==> src/sv/prince_pkg.sv <==
// ----------------------------------------------------------------------------
// prince_pkg
// Shared types, tables and round functions of the PRINCE-style block cipher.
// ----------------------------------------------------------------------------
package prince_pkg;

  localparam int BlockW = 64;
  localparam int NumStages = 11;
  localparam int AddrW = 4;

  typedef enum logic [1:0] {
    MODE_FWD,
    MODE_MID,
    MODE_BWD
  } round_mode_e;

  typedef struct packed {
    logic              valid;
    logic [BlockW-1:0] data;
  } stage_t;

  localparam logic [BlockW-1:0] ROUND_CONST [12] = '{
    64'h0000000000000000, 64'h13198A2E03707344, 64'hA4093822299F31D0,
    64'h082EFA98EC4E6C89, 64'h452821E638D01377, 64'hBE5466CF34E90C6C,
    64'h7EF84F78FD955CB1, 64'h85840851F1AC43AA, 64'hC882D32F25323C54,
    64'h64A51195E0E3610D, 64'hD3B5A399CA0C2399, 64'hC0AC29B7C97C50DD
  };

  localparam logic [3:0] SBOX_FWD [16] = '{
    4'h4, 4'h7, 4'h2, 4'h1, 4'h8, 4'hB, 4'hE, 4'hD,
    4'hF, 4'hC, 4'h9, 4'hA, 4'h3, 4'h0, 4'h5, 4'h6
  };

  localparam logic [3:0] SBOX_INV [16] = '{
    4'hD, 4'h3, 4'h2, 4'hC, 4'h0, 4'hE, 4'hF, 4'h1,
    4'h4, 4'hA, 4'hB, 4'h5, 4'h9, 4'h7, 4'h6, 4'h8
  };

  localparam logic [3:0] PERM_FWD [16] = '{
    4'd14, 4'd3, 4'd8, 4'd13, 4'd2, 4'd7, 4'd12, 4'd1,
    4'd6, 4'd11, 4'd0, 4'd5, 4'd10, 4'd15, 4'd4, 4'd9
  };

  localparam logic [3:0] PERM_BWD [16] = '{
    4'd6, 4'd3, 4'd0, 4'd13, 4'd10, 4'd7, 4'd4, 4'd1,
    4'd14, 4'd11, 4'd8, 4'd5, 4'd2, 4'd15, 4'd12, 4'd9
  };

  localparam logic [1:0] MixA = 2'd3;
  localparam logic [1:0] MixB = 2'd0;

  function automatic logic [BlockW-1:0] sub_fwd(logic [BlockW-1:0] s);
    logic [BlockW-1:0] r;
    for (int i = 0; i < 16; i++) begin
      r[4*i +: 4] = SBOX_FWD[s[4*i +: 4]];
    end
    return r;
  endfunction

  function automatic logic [BlockW-1:0] sub_inv(logic [BlockW-1:0] s);
    logic [BlockW-1:0] r;
    for (int i = 0; i < 16; i++) begin
      r[4*i +: 4] = SBOX_INV[s[4*i +: 4]];
    end
    return r;
  endfunction

  function automatic logic [BlockW-1:0] perm_fwd(logic [BlockW-1:0] s);
    logic [BlockW-1:0] r;
    for (int n = 0; n < 16; n++) begin
      r[4*n +: 4] = s[4*PERM_FWD[n] +: 4];
    end
    return r;
  endfunction

  function automatic logic [BlockW-1:0] perm_bwd(logic [BlockW-1:0] s);
    logic [BlockW-1:0] r;
    for (int n = 0; n < 16; n++) begin
      r[4*n +: 4] = s[4*PERM_BWD[n] +: 4];
    end
    return r;
  endfunction

  function automatic logic [15:0] mix16(logic [15:0] x, logic [1:0] d);
    logic [15:0] r;
    logic [1:0]  skip;
    logic        bit_v;
    r = '0;
    for (int g = 0; g < 4; g++) begin
      for (int b = 0; b < 4; b++) begin
        skip  = 2'(b) + d - 2'(g);
        bit_v = 1'b0;
        for (int j = 0; j < 4; j++) begin
          if (2'(j) != skip) begin
            bit_v = bit_v ^ x[4*j+b];
          end
        end
        r[4*g+b] = bit_v;
      end
    end
    return r;
  endfunction

  function automatic logic [BlockW-1:0] mprime(logic [BlockW-1:0] s);
    return {mix16(s[63:48], MixA), mix16(s[47:32], MixB),
            mix16(s[31:16], MixB), mix16(s[15:0], MixA)};
  endfunction

endpackage

==> src/sv/prince_round.sv <==
// ----------------------------------------------------------------------------
// prince_round
// One registered round of the cipher: forward, middle or backward form.
// ----------------------------------------------------------------------------
module prince_round import prince_pkg::*; (
  input  logic              clk_i,
  input  logic              rst_ni,
  input  round_mode_e       mode_i,
  input  logic [BlockW-1:0] rc_i,
  input  logic [BlockW-1:0] key_i,
  input  stage_t            in_i,
  output stage_t            out_o
);

  logic [BlockW-1:0] data_d;
  logic [BlockW-1:0] data_q;
  logic              valid_q;

  always_comb begin
    case (mode_i)
      MODE_FWD: data_d = perm_fwd(mprime(sub_fwd(in_i.data))) ^ key_i ^ rc_i;
      MODE_MID: data_d = sub_inv(mprime(sub_fwd(in_i.data)));
      MODE_BWD: data_d = sub_inv(mprime(perm_bwd(in_i.data ^ key_i ^ rc_i)));
      default:  data_d = in_i.data;
    endcase
  end

  always_ff @(posedge clk_i or negedge rst_ni) begin
    if (!rst_ni) begin
      valid_q <= 1'b0;
    end else begin
      valid_q <= in_i.valid;
    end
  end

  always_ff @(posedge clk_i) begin
    data_q <= data_d;
  end

  assign out_o = '{valid: valid_q, data: data_q};

endmodule

==> src/sv/prince_block_encrypt.sv <==
// ----------------------------------------------------------------------------
// prince_block_encrypt
// Pipelined PRINCE-style 64-bit block encryption under two 64-bit keys.
// ----------------------------------------------------------------------------
// Usage:
//   Input: drive plain_block_i and raise start; the item is taken at each
//   rising edge with start high and busy low. busy stays low, so one item
//   enters every cycle.
//   Output: done_o is high for one cycle with cipher_block_o; the result of
//   an item taken at an edge passes 13 register stages before it shows
//   (input whitening, five forward rounds, the middle round, five backward
//   rounds, output whitening).
//   Throughput: one item per cycle, set by one round per pipeline stage.
//   Config: APB port with 64-bit data. Address 0 holds the whitening key,
//   address 8 the core key; write only while the pipeline is empty.
//   Reset: clears both keys and all stage valid bits; in-flight items drop.
//   The receiver cannot stall: every result is offered exactly once.
// ----------------------------------------------------------------------------
module prince_block_encrypt import prince_pkg::*; (
  input  logic              clk_i,
  input  logic              rst_ni,
  input  logic              start,
  output logic              busy,
  input  logic [BlockW-1:0] plain_block_i,
  output logic              done_o,
  output logic [BlockW-1:0] cipher_block_o,
  input  logic              psel,
  input  logic              penable,
  input  logic              pwrite,
  input  logic [AddrW-1:0]  paddr,
  input  logic [BlockW-1:0] pwdata,
  output logic [BlockW-1:0] prdata,
  output logic              pready
);

  logic [BlockW-1:0] k0_q;
  logic [BlockW-1:0] k1_q;
  logic [BlockW-1:0] k0p;
  logic              wr_en;

  logic              in_valid_q;
  logic [BlockW-1:0] in_data_q;
  logic              out_valid_q;
  logic [BlockW-1:0] out_data_q;
  stage_t            stage [NumStages+1];

  round_mode_e       mode_tab [NumStages];

  assign pready = 1'b1;
  assign busy   = 1'b0;
  assign wr_en  = psel && penable && pwrite && pready;
  assign prdata = paddr[3] ? k1_q : k0_q;
  assign k0p    = {k0_q[0], k0_q[BlockW-1:1]} ^ {{(BlockW-1){1'b0}}, k0_q[BlockW-1]};

  always_ff @(posedge clk_i or negedge rst_ni) begin
    if (!rst_ni) begin
      k0_q <= '0;
      k1_q <= '0;
    end else if (wr_en) begin
      if (paddr[3]) begin
        k1_q <= pwdata;
      end else begin
        k0_q <= pwdata;
      end
    end
  end

  always_ff @(posedge clk_i or negedge rst_ni) begin
    if (!rst_ni) begin
      in_valid_q  <= 1'b0;
      out_valid_q <= 1'b0;
    end else begin
      in_valid_q  <= start && !busy;
      out_valid_q <= stage[NumStages].valid;
    end
  end

  always_ff @(posedge clk_i) begin
    in_data_q  <= plain_block_i ^ k0_q ^ k1_q;
    out_data_q <= stage[NumStages].data ^ k1_q ^ k0p ^ ROUND_CONST[11];
  end

  assign stage[0] = '{valid: in_valid_q, data: in_data_q};

  for (genvar r = 0; r < NumStages; r++) begin : g_round
    assign mode_tab[r] = (r < 5) ? MODE_FWD : ((r == 5) ? MODE_MID : MODE_BWD);

    prince_round u_round (
      .clk_i  (clk_i),
      .rst_ni (rst_ni),
      .mode_i (mode_tab[r]),
      .rc_i   ((r < 5) ? ROUND_CONST[r+1] : ROUND_CONST[r]),
      .key_i  (k1_q),
      .in_i   (stage[r]),
      .out_o  (stage[r+1])
    );
  end

  assign done_o         = out_valid_q;
  assign cipher_block_o = out_data_q;

endmodule

==> config.mk <==
export PLATFORM = sky130hd
export DESIGN_NAME = prince_block_encrypt
export DESIGN_NICKNAME = d
export VERILOG_FILES = /design/src/sv/prince_pkg.sv /design/src/sv/prince_round.sv /design/src/sv/prince_block_encrypt.sv
export SDC_FILE = /design/constraint.sdc
export NUM_CORES = 2
export LEC_CHECK = 0
export BUFFER_PORTS_ARGS = -buffer_cell sky130_fd_sc_hd__buf_2
export CORE_ASPECT_RATIO = 1.25
export CORE_MARGIN = 4
export CORE_UTILIZATION = 45
export DETAILED_ROUTE_END_ITERATION = 10
export PLACE_DENSITY = 0.6
export SLEW_MARGIN = 20
export SYNTH_ARGS = -nofsm -noshare
export SYNTH_HDL_FRONTEND = slang
export SYNTH_SLANG_ARGS = --single-unit
==> constraint.sdc <==
create_clock -name clk_i -period 3.5 [get_ports clk_i]
set_input_delay 0.525 -clock clk_i [delete_from_list [all_inputs] [get_ports clk_i]]
set_output_delay 0.525 -clock clk_i [all_outputs]
set_load 0.01 [all_outputs]
Word-level counts from Yosys, hierarchy flattened
Memory sizes are Yosys's and may differ from the RTL's. A register that Yosys moved wholly into a read port is not among the register bits.
Cells that the tools add are included.
{ "word_totals": {"n_memories": 192, "rom_bits": 12288, "out_inout_bits": 131, "reg_bits": 589} }
{ "mem_list": {"columns": ["memory", "depth", "width", "read_ports", "rd_clocked_by_memory_dff", "wr", "line", "source"], "rows": [
  ["(name not given)", 16, 4, 1, 1, 0, "prince_pkg.sv:63", "r[4*i +: 4] = SBOX_INV[s[4*i +: 4]];"],
  ["(name not given)", 16, 4, 1, 1, 0, "prince_pkg.sv:63", null],
  ["(name not given)", 16, 4, 1, 1, 0, "prince_pkg.sv:63", null],
  ["(name not given)", 16, 4, 1, 0, 0, "prince_pkg.sv:55", "r[4*i +: 4] = SBOX_FWD[s[4*i +: 4]];"],
  ["(name not given)", 16, 4, 1, 0, 0, "prince_pkg.sv:55", null],
  ["(name not given)", 16, 4, 1, 1, 0, "prince_pkg.sv:63", null],
  ["186 more memories", null, null, null, null, null, null, null]
]} }
{ "op_classes": {"bitwise": 1451, "n_reduce_logical": 4, "mux": 193, "order_cmp": 96} }
{ "ops": {"columns": ["cell", "n"], "rows": [
  ["1-bit bitwise XOR", 1232],
  ["4-bit NOT with 5-bit output", 192],
  ["64-bit bitwise XOR", 14],
  ["4-bit two-way mux", 192],
  ["5-bit >= comparator, second input constant", 96],
  ["25-bit NOT", 3],
  ["64-bit two-way mux", 1],
  ["64-bit by 1-bit bitwise XOR with 64-bit output", 1],
  ["27-bit NOT", 2],
  ["39-bit NOT", 1],
  ["33-bit NOT", 1],
  ["32-bit NOT", 1],
  ["31-bit NOT", 1],
  ["30-bit NOT", 1],
  ["28-bit NOT", 1],
  ["2-bit AND reduction", 2],
  ["1-bit logical AND", 2],
  ["1-bit NOT", 1]
]} }

Longest topological paths before layout
{ "depth": {"word_depth": 8, "depth_mapped": 7, "ltp_nobuf": 7} }

Hierarchy
A second synthesis with hierarchy kept.
{ "hier_totals": {"cells_unflattened": 11381, "hier_area_um2": 124923.6} }
{ "by_module_without_submodules": {"columns": ["module", "seq_area_each_um2", "area_per_inst_um2", "cells_each", "n_inst"], "rows": [
  ["prince_round (g_round[5].u_round ...)", 1306.3, 10383.7, 997, 3],
  ["prince_round (g_round[2].u_round ...)", 1306.3, 9815.7, 930, 2],
  ["prince_round (g_round[10].u_round)", 1306.3, 10910.5, 904, 1],
  ["prince_round (g_round[0].u_round)", 1306.3, 10806.6, 920, 1],
  ["prince_block_encrypt", 5815.6, 10661.5, 733, 1],
  ["prince_round (g_round[9].u_round)", 1306.3, 10637.7, 992, 1],
  ["prince_round (g_round[8].u_round)", 1306.3, 10537.6, 981, 1],
  ["prince_round (g_round[1].u_round)", 1306.3, 10526.3, 1000, 1],
  ["prince_round (g_round[4].u_round)", 1306.3, 10060.9, 1000, 1]
]} }

Least setup slack after synthesis
Ideal clock, no wire load.
{ "synth_timing": {"kind": "reg2reg", "start": "register g_round[4].u_round.data_q[57]", "end": "register g_round[5].u_round.data_q[51]", "path_stages_with_launch": 8, "t_arrival_ns": 2.142, "synth_period_minus_slack_ns": 2.271, "required_time_ns": 3.370, "slack_ns": 1.229, "setup_ns": 0.130, "path_buffers": 0, "path_cell_list": "dfxtp_1 inv_1 ha_1 xnor2_1 xnor2_1 xnor2_1 xnor2_1 xnor3_1"} }
{ "synth_via": {"elab_chain_len": 7, "word_cells_on_any_way": 10} }
{ "synth_rtl": {"columns": ["element", "line", "source"], "rows": [
  ["start: declaration", "prince_round.sv:16", "logic [BlockW-1:0] data_q;"],
  ["start signal: assignment", "prince_round.sv:37", "data_q <= data_d;"],
  ["4-bit NOT with 5-bit output (not written as such) (*)", "prince_pkg.sv:55", null],
  ["memory read 16 x 4 bit (*)", null, null],
  ["4-bit two-way mux (not written as such) (*) (2 in a row)", "prince_pkg.sv:55", null],
  ["1-bit bitwise XOR (2 in a row)", "prince_pkg.sv:95", "bit_v = bit_v ^ x[4*j+b];"],
  ["4-bit NOT with 5-bit output (not written as such) (*)", "prince_pkg.sv:63", null],
  ["end: declaration", "prince_round.sv:16", null]
]} }
Mark *: on every way between the ends. The rest lies on a longest branch, timed or not. The select of a mux whose other input is x is not followed.
A chain may end at the register's enable or synchronous reset.

Worst setup path in the final report
{ "layout_timing": {"start": "register k1_q[55]", "end": "output port prdata[55]"} }
{ "layout_via": {"elab_chain_len": 1} }
{ "layout_rtl": {"columns": ["element", "line", "source"], "rows": [
  ["start: declaration", "prince_block_encrypt.sv:37", "logic [BlockW-1:0] k1_q;"],
  ["start signal: assignment", "prince_block_encrypt.sv:61", "k1_q <= pwdata;"],
  ["64-bit two-way mux", "prince_block_encrypt.sv:52", "assign prdata = paddr[3] ? k1_q : k0_q;"],
  ["end: declaration", "prince_block_encrypt.sv:32", "output logic [BlockW-1:0] prdata,"]
]} }
No other way between the ends.

==> flow_results.xml <==
<?xml version="1.0" encoding="UTF-8"?>
<metrics>
  <group name="route">
    <metric name="final_antenna_net_count" unit="">0</metric>
    <metric name="route.final.wire_length" unit="um">191000</metric>
    <metric name="drt_drc" unit="">0</metric>
    <metric name="wl_per_cell" unit="um">27.5</metric>
    <metric name="drt_iter0_markers" unit="">1947</metric>
    <metric name="dr_total_vias" unit="">33300</metric>
    <metric name="dr.pass1.iters" unit="">5</metric>
    <metric name="drt-vias-per-instance" unit="">4.78</metric>
  </group>
  <group name="place">
    <metric name="dp_hpwl" unit="um">159000</metric>
    <metric name="dp_worst_setup_slack" unit="ns">0.834</metric>
    <metric name="dp_cells" unit="">6725</metric>
    <metric name="placement.cell_area" unit="sq um">57600</metric>
    <metric name="gp_congestion" unit="">0.954</metric>
    <metric name="port_buffers" unit="">263</metric>
  </group>
  <group name="timing">
    <metric name="timing.final.ws_setup" unit="ns">0.571</metric>
    <metric name="layout_min_cycle_time" unit="ns">2.93</metric>
    <metric name="final_hold_violations" unit="">0</metric>
    <metric name="maxSlewHeadroom" unit="">0.176</metric>
    <metric name="rsz0062_at_grt" unit="">no</metric>
    <metric name="fmax" unit="MHz">341</metric>
    <metric name="slew_violations" unit="">0</metric>
    <metric name="final_worst_clock_skew" unit="ns">0.0366</metric>
    <metric name="setup_viol_count_final" unit="">0</metric>
    <metric name="timing.setup.tns" unit="ns">0</metric>
    <metric name="pin_slew_with_the_least_headroom_to_its_limit" unit="ns">1.23</metric>
    <metric name="final.period_utilization" unit="">0.837</metric>
  </group>
  <group name="outcome">
    <metric name="status" unit="">finished, final reports clean</metric>
  </group>
  <group name="worst_setup_path">
    <metric name="critical_path_source_type" unit="">flip-flop</metric>
    <metric name="worstPathBufferInverterCount" unit="">2</metric>
    <metric name="regToRegSetupSlack" unit="ns">0.79</metric>
    <metric name="crit_path_max_incr_delay" unit="ns">0.84</metric>
    <metric name="crit_required" unit="ns">2.97</metric>
    <metric name="critical_path_depth" unit="">3</metric>
    <metric name="worst-path-max-fanout" unit="">8</metric>
    <metric name="critical_path_class" unit="">reg2out</metric>
    <metric name="family_with_the_most_delay_on_the_worst_path" unit="">flip-flops</metric>
    <metric name="r2r.worst_path.cells" unit="">4</metric>
    <metric name="timing.critical_path.arrival" unit="ns">2.40</metric>
    <metric name="slowest_stage" unit="">sky130_fd_sc_hd__dfrtp_1</metric>
    <metric name="crit_chain" unit="">buf_4 &gt; mux2_2 &gt; buf_2</metric>
    <metric name="worst_setup_path_end_kind" unit="">output pin</metric>
  </group>
  <group name="synth">
    <metric name="synth_fa_ha_area_frac" unit="">0.0336</metric>
    <metric name="largest_family_of_logic_cells_by_synthesized_area" unit="">XOR/XNOR gates</metric>
    <metric name="ys_seq_area_frac" unit="">0.376</metric>
    <metric name="muxShareOfSynthArea" unit="">0.0405</metric>
    <metric name="synthesis.nets" unit="">5149</metric>
    <metric name="synthDistinctLibCells" unit="">27</metric>
    <metric name="avgSynthCellArea" unit="sq um">11.0</metric>
    <metric name="synth_compound_gate_area_share" unit="">0.00811</metric>
    <metric name="synthSimpleGateAreaFrac" unit="">0.00895</metric>
    <metric name="synth_cells" unit="">4867</metric>
    <metric name="synth_xor_area_frac" unit="">0.510</metric>
    <metric name="mappedNetlistArea" unit="sq um">53700</metric>
    <metric name="postSynthRegisterBits" unit="">973</metric>
    <metric name="ys_warn_count" unit="">0</metric>
  </group>
  <group name="cts">
    <metric name="htree_levels" unit="">3</metric>
    <metric name="cts_inserted_buffers" unit="">104</metric>
    <metric name="tritoncts" unit="">built</metric>
    <metric name="cts.clk_slew.worst_paths" unit="ns">0.07</metric>
    <metric name="clockRootBuffer" unit="">sky130_fd_sc_hd__clkbuf_16</metric>
    <metric name="clock_latency" unit="ns">0.74</metric>
    <metric name="max-clock-path-buffers" unit="">3</metric>
    <metric name="numClockSinks" unit="">973</metric>
    <metric name="cts_post_setup_buffers_inserted" unit="">0</metric>
  </group>
  <group name="final_layout">
    <metric name="drive_above_1_share" unit="">0.148</metric>
    <metric name="layout.cells.most_common_list" unit="">sky130_fd_sc_hd__xnor2_1, sky130_fd_sc_hd__dfxtp_1, sky130_fd_sc_hd__xor2_1</metric>
    <metric name="layout_commonest_cell" unit="">sky130_fd_sc_hd__xnor2_1</metric>
    <metric name="final_area" unit="sq um">61500</metric>
    <metric name="filler_cell_count" unit="">10800</metric>
    <metric name="fin_nets" unit="">5567</metric>
    <metric name="syn2layout_area_growth" unit="%">14.7</metric>
    <metric name="instances_no_fill" unit="">6957</metric>
  </group>
  <group name="global_route">
    <metric name="pin_count_of_the_biggest_net_entering_global_routing" unit="">71</metric>
    <metric name="grt_first_pass_wirelength" unit="um">263000</metric>
    <metric name="grt.total_usage" unit="">0.304</metric>
    <metric name="grt_antenna_before_repair" unit="">11</metric>
    <metric name="grt_pass1_vias" unit="">35100</metric>
    <metric name="grt_overflow" unit="">0</metric>
  </group>
  <group name="hold_path">
    <metric name="min_delay_path_depth" unit="">2</metric>
    <metric name="hold_path_class" unit="">in2reg</metric>
  </group>
  <group name="floorplan">
    <metric name="initial_utilization" unit="">0.453</metric>
    <metric name="rows" unit="">141</metric>
    <metric name="die_area" unit="sq um">125000</metric>
    <metric name="die_x" unit="um">317</metric>
    <metric name="floorplan.die.height" unit="um">394</metric>
    <metric name="core_region_area" unit="sq um">118000</metric>
    <metric name="top_level_ports" unit="">269</metric>
  </group>
  <group name="job">
    <metric name="maxCapViolations" unit="">0</metric>
  </group>
</metrics>
-- metal layers --
metal  share of wire  vias to the layer above  GRT usage
li1                -                    15800          -
met1            0.39                    16300      0.350
met2            0.50                      850      0.534
met3           0.045                      356     0.0411
met4           0.070                        2      0.182
met5        0.000099                        -          0
-- final cells by class --
class                      instances  area [sq um]  area share
timing repair buffer             440          2780      0.0452
multi-input combinational       3598         32300       0.525
clock inverter                    58           701      0.0114
tap                             1573          1970      0.0320
sequential                       973         20200       0.328
antenna                            8          20.0    0.000325
clock buffer                     139          2960      0.0481
inverter                         168           631      0.0102
-- synth_stat cells --
library cell	instances	area [sq um]
sky130_fd_sc_hd__a21oi_1	1	5.00
sky130_fd_sc_hd__conb_1	2	7.51
sky130_fd_sc_hd__xnor3_1	34	766
sky130_fd_sc_hd__nand2_1	61	229
sky130_fd_sc_hd__mux2i_1	1	10.0
sky130_fd_sc_hd__clkbuf_1	52	195
sky130_fd_sc_hd__nand4b_1	1	8.76
sky130_fd_sc_hd__clkbuf_2	1	5.00
sky130_fd_sc_hd__xnor2_1	2222	19500
sky130_fd_sc_hd__nor2_1	63	236
sky130_fd_sc_hd__nand4_1	1	6.26
sky130_fd_sc_hd__buf_2	49	245
sky130_fd_sc_hd__o21ai_0	71	355
sky130_fd_sc_hd__dfrtp_1	141	3530
sky130_fd_sc_hd__xor3_1	8	190
sky130_fd_sc_hd__xnor2_4	1	27.5
sky130_fd_sc_hd__dfxtp_1	832	16700
sky130_fd_sc_hd__inv_1	168	631
sky130_fd_sc_hd__o21a_1	10	75.1
sky130_fd_sc_hd__buf_1	22	82.6
sky130_fd_sc_hd__xor2_2	2	32.5
sky130_fd_sc_hd__ha_1	144	1800
sky130_fd_sc_hd__xnor3_2	2	47.6
sky130_fd_sc_hd__buf_4	4	30.0
sky130_fd_sc_hd__xor2_1	779	6820
sky130_fd_sc_hd__mux2_2	192	2160
sky130_fd_sc_hd__xnor2_2	3	48.8
-- what timing repair did --
action | 4_1_cts | 5_1_grt
gates resized for setup | 0 | 0
endpoints found under the setup margin | 0 | 0
hold endpoints to repair | 109 | 0
hold buffers | 27 | 0
-- worst reg2reg max path, delay by kind of cell, from the launching register on --
kind	cells	cell delay, ns
xor+xnor	4	2.04
flops	1	0.58
-- path summary, 6_finish.rpt --
path	startpoint	end
max	k1_q[55]	prdata[55]
min	pwdata[21]	k0_q[21]
max reg2reg	k1_q[17]	g_round[10].u_round.data_q[27]
min reg2reg	g_round[4].u_round.valid_q	g_round[5].u_round.valid_q
max in group asynchronous	rst_ni	k1_q[18]
min in group asynchronous	rst_ni	k0_q[63]
-- registers in the layout (all words and copies together) (netlist names) --
register / cells
g_round.u_round.valid_q: 11
k1_q: 64
g_round.u_round.data_q: 704
k0_q: 64
cipher_block_o: 64
in_valid_q: 1
done_o: 1
in_data_q: 64
-- stage by stage --
| step | hold WS [ns] | util |
|---|---|---|
| global placement | 0.335 | 0.486 |
| floorplan | 0.229 | - |
| detailed placement | 0.337 | 0.486 |
| global route | 0.0401 | 0.520 |
| CTS | 0.000436 | 0.520 |
| finish | 0.0589 | 0.520 |
-- logic make-up after synthesis --
family	count (synthesis)
muxes	193
adders and majority gates	144
other	2
buffers and inverters	296
AOI/OAI and AO/OA	82
DFF	973
and+or+nand+nor	126
xor gates and xnor gates	3051
Power is not shown: default switching activity piles up to over one toggle a cycle in this logic, so the estimate is an artifact.
